[config.mk]
export PLATFORM = sky130hd
export DESIGN_NAME = call_frame_stack_write_monitor
export DESIGN_NICKNAME = d
export VERILOG_FILES = /design/src/sv/cfsw_pkg.sv /design/src/sv/cfsw_datapath.sv /design/src/sv/cfsw_ctrl.sv /design/src/sv/call_frame_stack_write_monitor.sv
export SDC_FILE = /design/constraint.sdc
export NUM_CORES = 1
export LEC_CHECK = 0
export ABC_AREA = 1
export BUFFER_PORTS_ARGS = -buffer_cell sky130_fd_sc_hd__buf_2
export CAP_MARGIN = 20
export CORE_UTILIZATION = 51
export CTS_CLUSTER_DIAMETER = 40
export DETAILED_ROUTE_END_ITERATION = 7
export PLACE_DENSITY = 0.71
export SYNTH_ARGS = -nofsm -noshare
export SYNTH_HDL_FRONTEND = slang
export SYNTH_HIERARCHICAL = 1
export SYNTH_SLANG_ARGS = --single-unit
[constraint.sdc]
create_clock -name aclk -period 8 [get_ports aclk]
set_input_delay 0.4 -clock aclk [delete_from_list [all_inputs] [get_ports aclk]]
set_output_delay 0.4 -clock aclk [all_outputs]
set_load 0.01 [all_outputs]
[src/sv/cfsw_pkg.sv]
// Shared types and constants for the call frame stack write monitor.
`default_nettype none

package cfsw_pkg;

    localparam int STACK_DEPTH_DEFAULT = 16;

    localparam logic [1:0] REQ_CALL        = 2'd0;
    localparam logic [1:0] REQ_BLOCK_START = 2'd1;
    localparam logic [1:0] REQ_BLOCK_END   = 2'd2;
    localparam logic [1:0] REQ_WRITE       = 2'd3;

    typedef struct packed {
        logic [1:0]  req_type;
        logic [31:0] pc_value;
        logic [31:0] stack_pointer;
        logic        is_return_block;
        logic [31:0] address;
        logic [3:0]  write_size;
    } in_t;

    typedef struct packed {
        logic        corruption_detected;
        logic [31:0] write_frame;
        logic [31:0] previous_address;
        logic [31:0] previous_frame;
        logic [4:0]  frame_count;
        logic        overflow;
    } out_t;

    typedef enum logic [1:0] {
        ST_IDLE,
        ST_WALK,
        ST_FINISH
    } state_t;

    typedef struct packed {
        logic capture;
        logic walk;
        logic commit;
    } ctrl_cmd_t;

    typedef struct packed {
        logic in_is_write;
        logic depth_zero;
        logic walk_done;
    } dp_status_t;

endpackage

`default_nettype wire

[src/sv/cfsw_datapath.sv]
// Datapath: frame memory, frame walk, write tracking state and result register.
`default_nettype none

module cfsw_datapath #(
    parameter int STACK_DEPTH = cfsw_pkg::STACK_DEPTH_DEFAULT
) (
    input  wire                     aclk,
    input  wire                     aresetn,
    input  wire cfsw_pkg::in_t      s_data,
    input  wire cfsw_pkg::ctrl_cmd_t cmd,
    output cfsw_pkg::dp_status_t    status,
    output cfsw_pkg::out_t          m_data
);

    localparam int IDXW = (STACK_DEPTH > 1) ? $clog2(STACK_DEPTH) : 1;
    localparam int DW   = $clog2(STACK_DEPTH + 1);

    logic [31:0]     mem [STACK_DEPTH];
    logic [31:0]     rd_data_reg;
    logic [IDXW-1:0] rd_idx;

    cfsw_pkg::in_t   item_reg;
    cfsw_pkg::out_t  out_reg;
    logic [IDXW-1:0] idx_reg,   idx_next;
    logic [31:0]     found_reg, found_next;
    logic [DW-1:0]   depth_reg, depth_next;
    logic            armed_reg, armed_next;
    logic [31:0]     bspc_reg,  bspc_next;
    logic [31:0]     laddr_reg, laddr_next;
    logic [3:0]      lsize_reg, lsize_next;
    logic [31:0]     lframe_reg, lframe_next;

    logic            hit;
    logic            at_last;
    logic            push;
    logic            overflow;
    logic            corrupt;
    logic [31:0]     cont_addr;

    // frame walk
    assign hit     = item_reg.address > rd_data_reg;
    assign at_last = DW'(idx_reg) == (depth_reg - DW'(1));

    assign status.in_is_write = s_data.req_type == cfsw_pkg::REQ_WRITE;
    assign status.depth_zero  = depth_reg == '0;
    assign status.walk_done   = hit || at_last;

    always_comb begin
        if (cmd.capture) begin
            rd_idx = '0;
        end else if (idx_reg == IDXW'(STACK_DEPTH - 1)) begin
            rd_idx = '0;
        end else begin
            rd_idx = idx_reg + IDXW'(1);
        end
    end

    always_comb begin
        idx_next   = idx_reg;
        found_next = found_reg;
        if (cmd.capture) begin
            idx_next   = '0;
            found_next = '0;
        end else if (cmd.walk) begin
            if (status.walk_done) begin
                found_next = (hit && idx_reg != '0) ? rd_data_reg : 32'd0;
            end else begin
                idx_next = idx_reg + IDXW'(1);
            end
        end
    end

    // state update at commit
    assign cont_addr = 32'(laddr_reg + 32'(lsize_reg));
    assign corrupt   = (item_reg.req_type == cfsw_pkg::REQ_WRITE) && (depth_reg > DW'(1))
                       && (found_reg != '0) && (lframe_reg != '0)
                       && (cont_addr == item_reg.address) && (found_reg != lframe_reg);
    assign push      = cmd.commit && (item_reg.req_type == cfsw_pkg::REQ_CALL)
                       && (depth_reg < DW'(STACK_DEPTH));
    assign overflow  = (item_reg.req_type == cfsw_pkg::REQ_CALL)
                       && (depth_reg >= DW'(STACK_DEPTH));

    always_comb begin
        depth_next  = depth_reg;
        armed_next  = armed_reg;
        bspc_next   = bspc_reg;
        laddr_next  = laddr_reg;
        lsize_next  = lsize_reg;
        lframe_next = lframe_reg;
        unique case (item_reg.req_type)
            cfsw_pkg::REQ_CALL: begin
                if (!overflow) begin
                    depth_next = depth_reg + DW'(1);
                end
            end
            cfsw_pkg::REQ_BLOCK_START: begin
                bspc_next = item_reg.pc_value;
                if (item_reg.is_return_block) begin
                    armed_next = 1'b1;
                end
            end
            cfsw_pkg::REQ_BLOCK_END: begin
                if (armed_reg) begin
                    armed_next = 1'b0;
                    if (bspc_reg != item_reg.pc_value && depth_reg != '0) begin
                        depth_next = depth_reg - DW'(1);
                    end
                end
            end
            cfsw_pkg::REQ_WRITE: begin
                if (!corrupt) begin
                    laddr_next  = item_reg.address;
                    lsize_next  = item_reg.write_size;
                    lframe_next = found_reg;
                end
            end
            default: begin
            end
        endcase
    end

    always_ff @(posedge aclk) begin
        rd_data_reg <= mem[rd_idx];
        if (push) begin
            mem[depth_reg[IDXW-1:0]] <= item_reg.stack_pointer;
        end
    end

    always_ff @(posedge aclk) begin
        if (cmd.capture) begin
            item_reg <= s_data;
        end
        idx_reg   <= idx_next;
        found_reg <= found_next;
        if (cmd.commit) begin
            out_reg.corruption_detected <= corrupt;
            out_reg.write_frame         <= found_reg;
            out_reg.previous_address    <= laddr_next;
            out_reg.previous_frame      <= lframe_next;
            out_reg.frame_count         <= 5'(depth_next);
            out_reg.overflow            <= overflow;
        end
    end

    always_ff @(posedge aclk) begin
        if (!aresetn) begin
            depth_reg  <= '0;
            armed_reg  <= 1'b0;
            bspc_reg   <= '0;
            laddr_reg  <= '0;
            lsize_reg  <= '0;
            lframe_reg <= '0;
        end else if (cmd.commit) begin
            depth_reg  <= depth_next;
            armed_reg  <= armed_next;
            bspc_reg   <= bspc_next;
            laddr_reg  <= laddr_next;
            lsize_reg  <= lsize_next;
            lframe_reg <= lframe_next;
        end
    end

    assign m_data = out_reg;

`ifndef ASSERT_OFF
    a_depth_bound: assert property (@(posedge aclk) disable iff (!aresetn)
        depth_reg <= DW'(STACK_DEPTH))
        else $error("frame depth beyond stack size");

    a_walk_in_range: assert property (@(posedge aclk) disable iff (!aresetn)
        cmd.walk |-> (DW'(idx_reg) < depth_reg))
        else $error("frame walk past top of stack");

    a_corrupt_keeps_record: assert property (@(posedge aclk) disable iff (!aresetn)
        (cmd.commit && corrupt) |=> $stable(laddr_reg) && $stable(lframe_reg))
        else $error("write record changed on corruption");
`endif

endmodule

`default_nettype wire

[src/sv/cfsw_ctrl.sv]
// Controller: sequences capture, frame walk and commit, owns the output valid.
`default_nettype none

module cfsw_ctrl (
    input  wire                      aclk,
    input  wire                      aresetn,
    input  wire                      s_valid,
    output logic                     s_ready,
    output logic                     m_valid,
    input  wire                      m_ready,
    input  wire cfsw_pkg::dp_status_t status,
    output cfsw_pkg::ctrl_cmd_t      cmd
);

    cfsw_pkg::state_t state_reg, state_next;
    logic             m_valid_reg, m_valid_next;

    always_comb begin
        state_next = state_reg;
        unique case (state_reg)
            cfsw_pkg::ST_IDLE: begin
                if (s_valid) begin
                    if (status.in_is_write && !status.depth_zero) begin
                        state_next = cfsw_pkg::ST_WALK;
                    end else begin
                        state_next = cfsw_pkg::ST_FINISH;
                    end
                end
            end
            cfsw_pkg::ST_WALK: begin
                if (status.walk_done) begin
                    state_next = cfsw_pkg::ST_FINISH;
                end
            end
            cfsw_pkg::ST_FINISH: begin
                if (!m_valid_reg || m_ready) begin
                    state_next = cfsw_pkg::ST_IDLE;
                end
            end
            default: begin
                state_next = cfsw_pkg::ST_IDLE;
            end
        endcase
    end

    always_comb begin
        s_ready     = 1'b0;
        cmd.capture = 1'b0;
        cmd.walk    = 1'b0;
        cmd.commit  = 1'b0;
        unique case (state_reg)
            cfsw_pkg::ST_IDLE: begin
                s_ready     = 1'b1;
                cmd.capture = s_valid;
            end
            cfsw_pkg::ST_WALK: begin
                cmd.walk = 1'b1;
            end
            cfsw_pkg::ST_FINISH: begin
                cmd.commit = !m_valid_reg || m_ready;
            end
            default: begin
            end
        endcase
    end

    always_comb begin
        if (cmd.commit) begin
            m_valid_next = 1'b1;
        end else if (m_ready) begin
            m_valid_next = 1'b0;
        end else begin
            m_valid_next = m_valid_reg;
        end
    end

    always_ff @(posedge aclk) begin
        if (!aresetn) begin
            state_reg   <= cfsw_pkg::ST_IDLE;
            m_valid_reg <= 1'b0;
        end else begin
            state_reg   <= state_next;
            m_valid_reg <= m_valid_next;
        end
    end

    assign m_valid = m_valid_reg;

`ifndef ASSERT_OFF
    a_walk_nonempty: assert property (@(posedge aclk) disable iff (!aresetn)
        (state_reg == cfsw_pkg::ST_WALK) |-> !status.depth_zero)
        else $error("frame walk on empty stack");

    a_valid_from_commit: assert property (@(posedge aclk) disable iff (!aresetn)
        $rose(m_valid_reg) |-> $past(state_reg == cfsw_pkg::ST_FINISH))
        else $error("result raised outside finish");

    a_nonwrite_direct: assert property (@(posedge aclk) disable iff (!aresetn)
        (cmd.capture && !status.in_is_write) |=> (state_reg == cfsw_pkg::ST_FINISH))
        else $error("non-write transaction entered walk");
`endif

endmodule

`default_nettype wire

[src/sv/call_frame_stack_write_monitor.sv]
// Top level of the call frame stack write monitor.
//
//  port group   dir   handshake           payload
//  s_*          in    s_valid / s_ready   s_data  (cfsw_pkg::in_t)
//  m_*          out   m_valid / m_ready   m_data  (cfsw_pkg::out_t)
//
// Call, block start and block end transactions pass from capture straight to commit.
// A write transaction walks the frames between capture and commit and compares k
// of them (0 on an empty stack, else 1..STACK_DEPTH), one entry per cycle.
// Reset (aresetn low) empties the stack and clears the write record.
// Results wait in an output register; a new transaction is taken meanwhile,
// and its commit stalls only until the waiting result is taken.
`default_nettype none

module call_frame_stack_write_monitor #(
    parameter int STACK_DEPTH = cfsw_pkg::STACK_DEPTH_DEFAULT
) (
    input  wire                 aclk,
    input  wire                 aresetn,
    input  wire                 s_valid,
    output logic                s_ready,
    input  wire cfsw_pkg::in_t  s_data,
    output logic                m_valid,
    input  wire                 m_ready,
    output cfsw_pkg::out_t      m_data
);

    cfsw_pkg::ctrl_cmd_t  cmd;
    cfsw_pkg::dp_status_t status;

    cfsw_ctrl u_ctrl (
        .aclk    (aclk),
        .aresetn (aresetn),
        .s_valid (s_valid),
        .s_ready (s_ready),
        .m_valid (m_valid),
        .m_ready (m_ready),
        .status  (status),
        .cmd     (cmd)
    );

    cfsw_datapath #(
        .STACK_DEPTH (STACK_DEPTH)
    ) u_datapath (
        .aclk    (aclk),
        .aresetn (aresetn),
        .s_data  (s_data),
        .cmd     (cmd),
        .status  (status),
        .m_data  (m_data)
    );

endmodule

`default_nettype wire
==> results of run 1 <==
stage by stage:
step | cell area (um^2) | setup slack (ns) | instances | util, % | power (uW)
after global placement | 40300 | 3.69 | 4476 | 54.2 | 6920
after detailed placement | 40300 | 3.59 | 4477 | 54.3 | 6950
after CTS | 45400 | 3.51 | 4799 | 61.1 | 12200
final | 45400 | 3.44 | 4803 | 61.1 | 12200
after floorplan | 38300 | 1.38 | 3430 | - | 6480
after global routing | 45400 | 3.09 | 4801 | 61.1 | 12600
report_power, final:
| group | switching [uW] | internal, uW | total (uW) | leakage, uW |
|---|---|---|---|---|
| Sequential | 218 | 5320 | 5540 | 0.00802 |
| Combinational | 883 | 488 | 1370 | 0.00760 |
| Clock | 2050 | 3210 | 5250 | 0.00194 |
final cells by class:
type | count | area, um^2
fill | 5712 | 28900
tap | 969 | 1210
inverter | 400 | 1500
antenna | 3 | 7.51
timing repair buffer | 355 | 2460
sequential | 895 | 25100
multi-input combinational | 1962 | 11100
clock inverter | 83 | 946
clock buffer | 136 | 3060
metal layers:
metal / vias to the layer above / global-route usage, % / part of all wire (%)
li1: 12500 / - / -
met1: 12500 / 32.5 / 42
met2: 1009 / 40.6 / 49
met3: 183 / 4.02 / 6.5
met4: 0 / 9.46 / 3.2
met5: - / 0 / 0
layout by cell type, fill, tap and decap left out, types with 34 or more instances in the layout:
cell           Yosys  routed
o211ai_1          71      71
o22ai_1           34      34
dfxtp_1          177     177
nand3_1          102     101
a21oi_1           63      63
o21ai_0          217     217
edfxtp_1         718     718
nor2_1           297     275
buf_4              8      37
mux2_2            62      62
nand4_1          121     121
a211oi_1          63      63
clkbuf_16          0     119
dlygate4sd3_1      0     103
xnor2_1           49      49
inv_1            389     388
ha_1              42      42
nand2_1          613     611
buf_2             30     210
mux2i_1          128     128
tightest hold or removal path, cell delays in order:
cell and delay [ns]:
buf_2 0.08, inv_1 0.04, nand2_1 0.08, a21oi_1 0.06
logic make-up (layout without fill, tap and decap cells):
logic type / Yosys count / after routing / synth area share [%]
mux: 190 / 190 / 5.17
compound gates: 481 / 481 / 7.36
flops: 895 / 895 / 65.6
other cells: 0 / 3 / 0
buf+inv: 573 / 974 / 5.82
fa+ha+maj: 43 / 43 / 1.43
simple gates: 1178 / 1178 / 13.0
xor+xnor: 70 / 70 / 1.60
path summary, 6_finish.rpt:
path | start | to | slack (ns) | cells past startpoint
setup / recovery | u_datapath/laddr_reg[0] | u_datapath/laddr_reg[30] | 3.44 | 21
hold / removal | m_ready | u_ctrl/m_valid | 0.06 | 4
setup reg to reg | u_datapath/laddr_reg[0] | u_datapath/laddr_reg[30] | 3.44 | 21
hold reg to reg | u_datapath/bspc_reg[15] | u_datapath/bspc_reg[15] | 0.45 | 2
==> out/metrics.cfg, run 1 <==
[status]
status=finished, final reports clean

[global_route]
track_usage_pct=24.6
antenna_found_initial=3
grt_start_max_net_pins=181
overflow=0
grt_pass1_vias=24900
grt_pass1_wl_mm=143

[synthesis]
synth_warnings=6
synth_top_cell_area_share_pct=56.4
synth_edf_count=718
yosysUniqueCellTypes=44
synth_fp_nets=3580
ys_top_cells_by_count=edfxtp_1, nand2_1, inv_1
yosysMostFrequentCell=edfxtp_1
synth-seq-cells=895
synthArstFlopShare_pct=0
synth_top_cell_by_area=edfxtp_1
syn_area_per_cell_um2=11.2
ys_seq_area_share_pct=65.6
synthCells=3430
synth_area_um2=38300
synthTopCellsByArea=edfxtp_1, dfxtp_1, nand2_1, inv_1, mux2i_1
ys.flop_type=edfxtp_1

[finish]
drive_gt1_share_pct=14.7
layout.nets=3882
largest_reg_flops=512
area_growth_pct=18.7

[clock_network]
cts_inserted_buffers=118
cts.clk_slew.worst_paths_ns=0.05
hold_buffers=103
cts_tree=done
cts_setup_buffers=0
insertion_delay_ns=0.69
cts.path.max_buffers=3
htreeDepth=3
cts.sinks=895
cts-root-buf=clkbuf_16
cts-resized-gates=0

[power]
p_per_area_nw_per_um2=268
irDropWorstVdd_mv=0.163
p_leak_uw=0.0176

[die]
core_area_um2=74300
row_count=100
die_width_um=276
pin_count=212
fp.dieH_um=276
start_util_pct=51.5
die-area_um2=76100

[place]
routabilityCongestion=0.933
portBuffers=211
post-dp-hpwl_mm=54.9

[route]
drc=0
postRouteAntennaNets=0
wire_per_inst_um=19.5
via_per_inst=5.44
vias=26200
dr.pass1.iters=8
initialDrtViolationCount=2655
totalWireLength_mm=93.8

[sta]
finalHoldViolations=0
tns_ns=0
finalCritPeriodShare_pct=57.0
max_freq_ghz=0.219
holdWs_ns=0.0620
grt_setup_unrepaired=no
fin_crit_ns=4.56
drv_slew=0
fin_skew_ns=0.0413
tightest_slew_ns=1.07
slew_headroom_pct=28.8
setup_viol=0

[worst_setup_path]
critPathRequiredTime_ns=8.59
critPathMaxStageDelay_ns=0.80
crit_fanout=70
crit_type=flop to flop
endpoint_kind=flop
cp.arrival_ns=5.15
cp_num_buf_inv=3
crit_path_start_kind=flop
critical-path-slowest-cell=nand3_2
critPathMostFrequentCell=nand2_1
critPathTopFamily=simple AND/OR/NAND/NOR gates
crit_chain=ha_1, fa_1, nand2_1, nand2_1, nand2_1, nor2_1, nand2_1, nand2_1, nor2_1, nor2_1, nand2_1, nor2_1, nand2_1, nor2_1, nand4_4, buf_4, nand3_2, buf_4, nand2_1, clkinv_1, nor2_1

[job]
cap_viol_max_count=0

[hold_path]
hold_path_class=primary input to flop

Power figures use the tool's default switching activity.
==> run 2, diff against run 1 <==
Settings changed: PLACE_DENSITY 0.71 to 0.74.
Clock period 8 ns to 3.7 ns, I/O delays scaled along.
==> run 2 against run 1 <==
Effect of this change:
- the flow now finishes with violations (design-rule violations)
- first-iteration DRC count shrank 4.1%
- flip-flop and latch count stayed put
- global-route usage decreased by 0.26 points
- largest power group unchanged
- die area did not move
- wire length decreased by 0.46%
- critical path type unchanged
- register-to-register slack lost 3.1 ns
- via count is 1.3% higher
- clock-buffer cell count fell by 9
- design area barely moved
==> out/metrics.cfg, run 2 (synthesized netlist as in run 1, its figures left out) <==
[die]
die_width_um=276  ; unchanged
die-area_um2=76100  ; unchanged
core_area_um2=74300  ; unchanged
start_util_pct=51.5  ; unchanged
pin_count=212  ; unchanged
fp.dieH_um=276  ; unchanged
row_count=100  ; unchanged

[global_route]
grt_pass1_wl_mm=141  ; -1.0%
track_usage_pct=24.3  ; -0.26 points
grt_start_max_net_pins=174  ; -3.9%
grt_pass1_vias=25200  ; +1.3%
antenna_found_initial=3  ; unchanged
overflow=0  ; unchanged

[worst_setup_path]
critical-path-slowest-cell=fa_1
critPathMostFrequentCell=nand2_1
crit_type=flop to flop
critPathMaxStageDelay_ns=0.41  ; -0.39 ns
crit_fanout=26  ; -63%
crit_path_start_kind=flop
critPathRequiredTime_ns=4.26  ; -4.33 ns
endpoint_kind=flop
crit_chain=ha_1, fa_1, nand2_1, nand2_1, nand2_1, xnor2_1, nand2_1, nor2_1, nand2_1, nor2_1, nand3_1, nor2_1, nand4_4, buf_4, nand3_2, buf_4, nand2_1, inv_1, nor2_1
critPathTopFamily=simple AND/OR/NAND/NOR gates
cp_num_buf_inv=3  ; unchanged
cp.arrival_ns=3.95  ; -1.20 ns

[sta]
grt_setup_unrepaired=no
fin_crit_ns=3.39  ; -1.17 ns
finalHoldViolations=0  ; unchanged
finalCritPeriodShare_pct=91.6  ; +35 points
max_freq_ghz=0.295  ; +35%
slew_headroom_pct=27.7  ; -1.1 points
tightest_slew_ns=1.08  ; +0.0168 ns
setup_viol=0  ; unchanged
drv_slew=0  ; unchanged
fin_skew_ns=0.0428  ; +0.00151 ns
holdWs_ns=0.150  ; +0.0882 ns

[route]
initialDrtViolationCount=2546  ; -4.1%
totalWireLength_mm=93.4  ; -0.46%
vias=26500  ; +1.3%
postRouteAntennaNets=0  ; unchanged
wire_per_inst_um=19.4  ; -0.64%
dr.pass1.iters=8  ; unchanged
via_per_inst=5.51  ; +1.2%
drc=14  ; +14

[clock_network]
cts.path.max_buffers=3  ; unchanged
cts-resized-gates=0  ; unchanged
cts.clk_slew.worst_paths_ns=0.06  ; about the same
htreeDepth=3  ; unchanged
cts_tree=done
insertion_delay_ns=0.68  ; about the same
cts_inserted_buffers=112  ; -5.1%
cts-root-buf=clkbuf_16
cts_setup_buffers=0  ; unchanged
cts.sinks=895  ; unchanged

[status]
violations=design-rule violations
status=finished, violations left

[job]
cap_viol_max_count=0  ; unchanged

[hold_path]
hold_path_class=primary input to flop

[finish]
area_growth_pct=18.8  ; about the same
largest_reg_flops=512  ; unchanged
drive_gt1_share_pct=15.0  ; +0.24 points
layout_common_cells=edfxtp_1, nand2_1, inv_1
mostFrequentLayoutCell=edfxtp_1
fill_cells=5758  ; +0.81%
utilization_pct=61.1  ; about the same
layout.nets=3894  ; +0.31%

[place]
post-dp-hpwl_mm=55.8  ; +1.5%
routabilityCongestion=0.958  ; +2.7%
portBuffers=211  ; unchanged

[power]
p_leak_uw=0.0176  ; about the same
p_per_area_nw_per_um2=564  ; +110%
irDropWorstVdd_mv=0.389  ; +140%

## run 2: cell types whose count changed in the layout (fill, tap and decap cells not counted), sizes merged
cell,change
diode,-2
clkinv,+6
clkinvlp,+4
buf,+16
clkbuf,-9
bufinv,-7
inv,-1
dlygate4sd3,+2
## run 2: what timing repair did
item,4_1_cts,5_1_grt
hold buffers,105,0
setup endpoints to repair,0,0
endpoints found under the hold margin,106,0
## run 2: through the flow
step	area, um^2	TNS (ns)	instances	setup slack [ns]	total power (uW)
final	45400	0	4812	0.312	25600
after floorplan	38300	-104.20	3430	-0.328	14000
after CTS	45400	0	4811	0.332	25700
after detailed placement	40700	0	4494	0.366	15100
after global routing	45400	0	4811	0.0414	26500
after global placement	40700	0	4493	0.398	15000
## run 2: area by class of cell
| cell class | instances | area (um^2) | share of cell area, % |
|---|---|---|---|
| Sequential cell | 895 | 25100 | 55.2 |
| Multi-Input combinational cell | 1962 | 11100 | 24.4 |
| Clock inverter | 85 | 802 | 1.76 |
| Inverter | 400 | 1500 | 3.30 |
| Clock buffer | 127 | 2910 | 6.40 |
| Antenna cell | 1 | 2.50 | 0.00551 |
| Tap cell | 969 | 1210 | 2.67 |
| Timing Repair Buffer | 373 | 2810 | 6.18 |
## run 2: worst reg2reg max path, stage by stage (launching register included)
cell	delay, ns
dfxtp_1	0.32
ha_1	0.22
fa_1	0.41
nand2_1	0.12
nand2_1	0.08
nand2_1	0.20
xnor2_1	0.16
nand2_1	0.08
nor2_1	0.10
nand2_1	0.07
nor2_1	0.15
nand3_1	0.09
nor2_1	0.19
nand4_4	0.15
buf_4	0.27
nand3_2	0.15
buf_4	0.33
nand2_1	0.10
inv_1	0.07
nor2_1	0.04
## run 2: power breakdown
group / total, uW / switching [uW] / leakage [uW] / internal [uW]
combinational: 3030 / 1940 / 0.00776 / 1100
sequential: 12000 / 476 / 0.00802 / 11500
clock: 10600 / 4400 / 0.00178 / 6190
## run 2: final timing paths
kind	from	end	slack, ns	cells after the start
worst max-delay path	u_datapath/laddr_reg[0]	u_datapath/lframe_reg[15]	0.31	19
worst min register to register	u_datapath/bspc_reg[15]	u_datapath/bspc_reg[15]	0.46	2
worst min-delay path	aresetn	u_datapath/laddr_reg[25]	0.15	3
worst max register to register	u_datapath/laddr_reg[0]	u_datapath/lframe_reg[15]	0.31	19
## run 2: per-layer routing
metal	GRT usage [%]	routed length (um)	up-vias	part of all wire (%)
li1	-	-	12500	-
met4	10.6	3860	2	4.1
met1	31.4	37900	12700	41
met5	0	12	-	0.013
met2	40.9	45300	1068	49
met3	3.44	6240	244	6.7
